[config.mk]
export PLATFORM = sky130hd
export DESIGN_NAME = msdrq_ptr_alu
export DESIGN_NICKNAME = d
export VERILOG_FILES = /design/src/hdl/msdrq_pkg.sv /design/src/hdl/msdrq_ptr_alu.sv
export SDC_FILE = /design/constraint.sdc
export NUM_CORES = 1
export LEC_CHECK = 0
export BUFFER_PORTS_ARGS = -buffer_cell sky130_fd_sc_hd__buf_2
export CAP_MARGIN = 0
export CORE_AREA = 2 2 39 41
export DETAILED_ROUTE_END_ITERATION = 7
export DIE_AREA = 0 0 41 43
export GPL_ROUTABILITY_DRIVEN = 1
export PLACE_DENSITY = 0.67
export SLEW_MARGIN = 30
export SYNTH_ARGS = -nofsm -noshare
export SYNTH_HDL_FRONTEND = slang
export SYNTH_SLANG_ARGS = --single-unit
[constraint.sdc]
create_clock -name vclk -period 3.6
set_input_delay 0.54 -clock vclk [all_inputs]
set_output_delay 0.54 -clock vclk [all_outputs]
set_load 0.01 [all_outputs]
[src/hdl/msdrq_pkg.sv]
// Shared types and codes for the multi-slot delta ring queue.
`default_nettype none

package msdrq_pkg;

    // Operation codes carried in the func field.
    localparam logic [1:0] FUNC_ENQ  = 2'd0;
    localparam logic [1:0] FUNC_DEQ  = 2'd1;
    localparam logic [1:0] FUNC_PARK = 2'd2;

    // Result status codes.
    localparam logic [1:0] ST_OK    = 2'd0;
    localparam logic [1:0] ST_FULL  = 2'd1;
    localparam logic [1:0] ST_EMPTY = 2'd2;
    localparam logic [1:0] ST_BAD   = 2'd3;

    // Operations of the shared pointer unit.
    typedef enum logic [0:0] {
        ALU_ADD = 1'b0,
        ALU_SUB = 1'b1
    } alu_op_t;

    typedef struct packed {
        logic [1:0]  func;
        logic [2:0]  tick;
        logic [3:0]  burst_len;
        logic [63:0] row_s;
        logic [63:0] row_p;
        logic [63:0] row_o;
        logic [63:0] row_cycle;
        logic [7:0]  capacity;
        logic [5:0]  slot_index;
    } in_t;

    typedef struct packed {
        logic [1:0]  status;
        logic [63:0] out_s;
        logic [63:0] out_p;
        logic [63:0] out_o;
        logic [63:0] out_cycle;
        logic        row_valid;
        logic        last;
        logic        queue_empty;
    } out_t;

    // One stored row of the ring.
    typedef struct packed {
        logic [63:0] s;
        logic [63:0] p;
        logic [63:0] o;
        logic [63:0] cycle;
    } row_t;

endpackage

`default_nettype wire

[src/hdl/msdrq_ptr_alu.sv]
// Shared pointer add/subtract unit with ring-depth overflow compare.
`default_nettype none

module msdrq_ptr_alu #(
    parameter int PTR_W      = 7,
    parameter int RING_DEPTH = 64
) (
    input  wire msdrq_pkg::alu_op_t op,
    input  wire logic [PTR_W-1:0]   a,
    input  wire logic [PTR_W-1:0]   b,
    output logic      [PTR_W-1:0]   res,
    output logic                    over
);

    logic [PTR_W:0] sum;

    always_comb
    begin
        case (op)
            msdrq_pkg::ALU_ADD: sum = {1'b0, a} + {1'b0, b};
            msdrq_pkg::ALU_SUB: sum = {1'b0, a} - {1'b0, b};
            default:            sum = '0;
        endcase
    end

    // Wrap modulo twice the ring depth; flag a sum that overfills a partition.
    assign res  = sum[PTR_W-1:0];
    assign over = (op == msdrq_pkg::ALU_ADD) && (32'(sum) > RING_DEPTH);

endmodule

`default_nettype wire

==> summary.md, run 1 <==
| Metric | Value |
|---|---|
| DRC viols | `0` |
| Number of clock buffers in the layout | `0` |
| Syn nets | `93` |
| Seq/Total Area, Yosys | `0` |
| Grt ovf | `0` |
| Max_cap viols | `0` |
| Final min period | `3.33 ns` |
| Slew headroom | `0.783` |
| CP max stage cell | `or3_1` |
| Row cnt | `14` |
| I/O pins | `23` |
| Worst setup SP type | `primary input` |
| Per-cell routed wire length | `10.1 um` |
| Largest net degree at the start of global routing | `9` |
| FFs & Latches | `0` |
| P_leak | `0.325 nW` |
| Setup CP Type | `primary input to primary output` |
| Setup crit start | `b[0]` |
| WP data arrival | `2.79 ns` |
| Area grow syn2layout | `26.3%` |
| DRC marker count from the first detailed-route iteration | `9` |
| Die width | `41 um` |
| Cell count after synthesis | `69` |
| Final WL | `1080 um` |
| Status | `finished clean` |
| DP Area | `626 um2` |
| CP max stage delay | `0.33 ns` |
| Via density | `5.22` |
| Gpl congestion | `0.759` |
| Seq. cell area | `0 um2` |
| Setup TNS | `0 ns` |
| Fin area | `626 um2` |
| Total track usage | `0.130` |
| Post-layout util | `0.452` |
| Mapped Avg Cell Area | `7.18 um2` |
| Most frequent cells in the layout | `23 x buf_2, 9 x nor2_1, 8 x inv_1, 8 x ha_1, 5 x xnor2_1` |
| Detailed placement HPWL | `936 um` |
| Antenna diodes | `0` |
| Setup crit end kind | `primary output` |
| Hold path start | `b[0]` |
| Hold Fails Final Rpt | `0` |
| Synthesized area | `495 um2` |
| CORE AREA | `1380 um2` |
| Pwr/cell area | `234 nW/um2` |
| Commonest non-fill, non-tap cell in the layout | `buf_2` |
| Hold-fix buffers at CTS | `0` |
| Total power | `147 uW` |
| CP bufs+invs | `3` |
| Resized cells post-CTS | `0` |
| Fin nets | `117` |
| Worst slew pin tran | `0.322 ns` |
| Family with the most delay on the worst path | `compound AO/OA/AOI/OAI gates` |
| Vias in the first global route | `471` |
| Setup violations, final | `0` |
| Post-route ant nets | `0` |
| Worst EP required | `3.06 ns` |
| Initial antenna violation count | `0` |
| Critical Path, Cell by Cell | `buf_2 -> inv_1 -> ha_1 -> mux2i_1 -> ha_1 -> nor2b_1 -> o2111a_1 -> or3_1 -> a211oi_1 -> o32ai_1 -> buf_2` |
| Fill cell count | `150` |
| Die area | `1760 um2` |
| Post-CTS Setup Bufs | `0` |
| Via count | `559` |
| Layout cell share with drive strength beyond 1 | `0.275` |
| First-pass GRT wire length | `1730 um` |
| Worst-path fanout max | `3` |
| Area of the multi-input gates | `460 um2` |
| Peak VDD IR | `103 uV` |
| Min-Delay Path Class | `primary input to primary output` |
| Crit share post-route | `0.924` |
| PortBufs | `23` |
| Initial core utilization | `0.358` |
| Yosys synthesis warning count | `0` |
| Die Span Y | `43 um` |
| RSZ-0062 raised after global routing | `false` |
| Max-slew violations | `0` |
| Maximum clock frequency | `301 MHz` |
| Post-synthesis cell type count | `31` |
| First drt pass iteration count | `3` |
[cells by family (layout without fill, tap and decap cells)]
| family | count (synthesis) | count (layout) | share of synthesized area |
|---|---|---|---|
| simple gates | 24 | 24 | 0.255 |
| buf+inv | 9 | 31 | 0.0707 |
| compound gates | 19 | 19 | 0.288 |
| fa+ha+maj | 9 | 9 | 0.242 |
| xor+xnor | 7 | 7 | 0.124 |
| mux | 1 | 1 | 0.0202 |
[per-stage QoR]
stage                     hold WS [ns]  cells  setup WS (ns)
final                             1.46    107          0.274
after global routing              1.50    107         0.0782
after CTS                         1.47    107          0.228
after detailed placement          1.47    107          0.236
after global placement            1.47    107          0.287
after floorplan                   1.24     69          0.649
[layer usage]
metal  track usage  share of wire
met3             0          0.036
met4             0              0
met1         0.184           0.50
met2         0.225           0.46
met5             0              0
[power breakdown]
| part | total (mW) | leakage [nW] | switching, mW | internal (mW) |
|---|---|---|---|---|
| combinational | 0.147 | 0.325 | 0.0798 | 0.0667 |
| sequential | 0 | 0 | 0 | 0 |
| clock | 0 | 0 | 0 | 0 |
[synth_stat cells, drive strengths merged (2+ instances only)]
library cell	count	area share
and3b	2	0.035
ha	8	0.20
o21ai	3	0.030
nor3	4	0.040
nor2	9	0.068
nand2	2	0.015
xor2	2	0.035
a31oi	2	0.025
a211oi	2	0.040
inv	8	0.061
a21oi	4	0.040
xnor2	5	0.088
[final cells by class]
class | instances | area share
Timing Repair Buffer | 23 | 0.184
Multi-Input combinational cell | 60 | 0.736
Tap cell | 16 | 0.0320
Inverter | 8 | 0.0480
[worst min-delay path, delay by kind of cell]
kind | cells | cell delay (ns)
adder cells (fa/ha/maj) | 1 | 0.11
buffers and inverters | 3 | 0.27
[path summary, 6_finish.rpt]
check | cells after the start | endpoint
hold / removal | 4 | res[0]
setup / recovery | 11 | over
No activity file was read; power rests on OpenSTA's default activity.
==> run 2, diff against run 1 <==
--- a/config.mk
+++ b/config.mk
@@ -13,4 +13,5 @@
 export GPL_ROUTABILITY_DRIVEN = 1
 export PLACE_DENSITY = 0.67
+export RECOVER_POWER = 50
 export SLEW_MARGIN = 30
 export SYNTH_ARGS = -nofsm -noshare
==> constraint.sdc (replaced) <==
create_clock -name vclk -period 3.6
set_input_delay 0.72 -clock vclk [all_inputs]
set_output_delay 0.72 -clock vclk [all_outputs]
set_load 0.01 [all_outputs]
==> run 2 against run 1 <==
Net effect: critical path depth unchanged; global-route usage up 1.0 points; utilization is 10 points higher; via count is 5.5% higher; cell count rose by 5.6%.
==> summary.md, run 2 (same netlist as run 1, synthesis figures left out) <==
| Metric | Value |
|---|---|
| Grt ovf | `0` |
| Final WL | `1290 um` |
| Setup crit end kind | `primary output` |
| Hold slack | `1.86 ns` |
| DP Area | `656 um2` |
| Post-route ant nets | `0` |
| P_leak | `0.359 nW` |
| First drt pass iteration count | `2` |
| Commonest non-fill, non-tap cell in the layout | `buf_2` |
| Via density | `5.22` |
| Crit path depth | `11` |
| Antenna diodes | `0` |
| Final min period | `3.52 ns` |
| Row cnt | `14` |
| Worst EP required | `2.88 ns` |
| Max-slew violations | `0` |
| Critical Path, Cell by Cell | `buf_6 -> inv_4 -> ha_4 -> mux2i_4 -> ha_1 -> nor2b_4 -> o2111a_1 -> or3_4 -> a211oi_4 -> o32ai_2 -> buf_2` |
| Slew headroom | `0.732` |
| Most used routing layer | `met2` |
| Max_cap viols | `0` |
| Per-cell routed wire length | `11.4 um` |
| Setup violations, final | `0` |
| Initial core utilization | `0.358` |
| Hold Fails Final Rpt | `0` |
| Setup CP Type | `primary input to primary output` |
| Largest net degree at the start of global routing | `9` |
| Total track usage | `0.140` |
| CP max stage delay | `0.39 ns` |
| Status | `finished clean` |
| Number of clock buffers in the layout | `0` |
| CP bufs+invs | `3` |
| Met2 GRT Util | `0.244` |
| Detailed placement HPWL | `990 um` |
| Critical path endpoint | `over` |
| CORE AREA | `1380 um2` |
| PortBufs | `23` |
| Crit share post-route | `0.978` |
| Worst slew pin tran | `0.398 ns` |
| FFs & Latches | `0` |
| Vias in the first global route | `487` |
| Die Span Y | `43 um` |
| Gpl congestion | `0.730` |
| Total power | `186 uW` |
| Hold-fix buffers at CTS | `0` |
| DRC viols | `0` |
| Area grow syn2layout | `55.1%` |
| WP data arrival | `2.80 ns` |
| GR Util met3 | `0` |
| Worst-path fanout max | `3` |
| First-pass GRT wire length | `1860 um` |
| Pwr/cell area | `243 nW/um2` |
| Family with the most delay on the worst path | `compound AO/OA/AOI/OAI gates` |
| Maximum clock frequency | `284 MHz` |
| Die area | `1760 um2` |
| Min-Delay Path Class | `primary input to primary output` |
| Seq. cell area | `0 um2` |
| CP max stage cell | `or3_4` |
| Fin area | `768 um2` |
| Initial antenna violation count | `0` |
| Die width | `41 um` |
| Fin nets | `123` |
| Peak VDD IR | `119 uV` |
| Via count | `590` |
| I/O pins | `23` |
| DRC marker count from the first detailed-route iteration | `4` |
| Layout cell share with drive strength beyond 1 | `0.402` |
| Met1 Use GR | `0.197` |
| Setup crit start | `b[0]` |
| Worst setup SP type | `primary input` |
| Most frequent cells in the layout | `17 x buf_2, 9 x nor2_1, 7 x ha_1` |
[run 2: power breakdown]
group | internal, mW | total [mW] | switching (mW)
combinational | 0.0881 | 0.186 | 0.0982
clock | 0 | 0 | 0
sequential | 0 | 0 | 0
[run 2: repair_timing]
action                     in CTS  in global routing
setup endpoints to repair       1                  1
pin swaps                       3                 10
resized for setup               2                 24
setup buffers                   0                  2
[run 2: metal layers]
metal  vias up  wire length (um)
met2        12               702
met3         0                37
met4         0                 0
met5         -                 0
met1       272               552
li1        306                 -
[run 2: final cells by class]
| class | instances | area, um2 |
|---|---|---|
| timing repair buffer | 29 | 168 |
| multi-input combinational | 60 | 546 |
| tap | 16 | 20.0 |
| inverter | 8 | 35.0 |
| fill | 145 | 616 |
[run 2: worst min-delay path by stage]
stage	depth (start not counted)	slack (ns)	to	from
after floorplan	2	1.60	res[0]	b[0]
after global routing	5	1.92	res[0]	a[0]
after CTS	3	1.85	over	op
after global placement	3	1.85	over	op
after detailed placement	3	1.85	over	op
final	5	1.86	res[0]	a[0]
[run 2: per-stage QoR]
step           worst slack, ns   util  instances  TNS (ns)
2_1_floorplan            0.289      -         69         0
3_3_place_gp           -0.0291  0.474        111   -0.0291
3_5_place_dp           -0.0786  0.474        111   -0.0786
4_1_cts                 0.0102  0.481        111         0
5_1_grt                -0.0170  0.555        113   -0.0170
6_report                0.0786  0.555        113         0
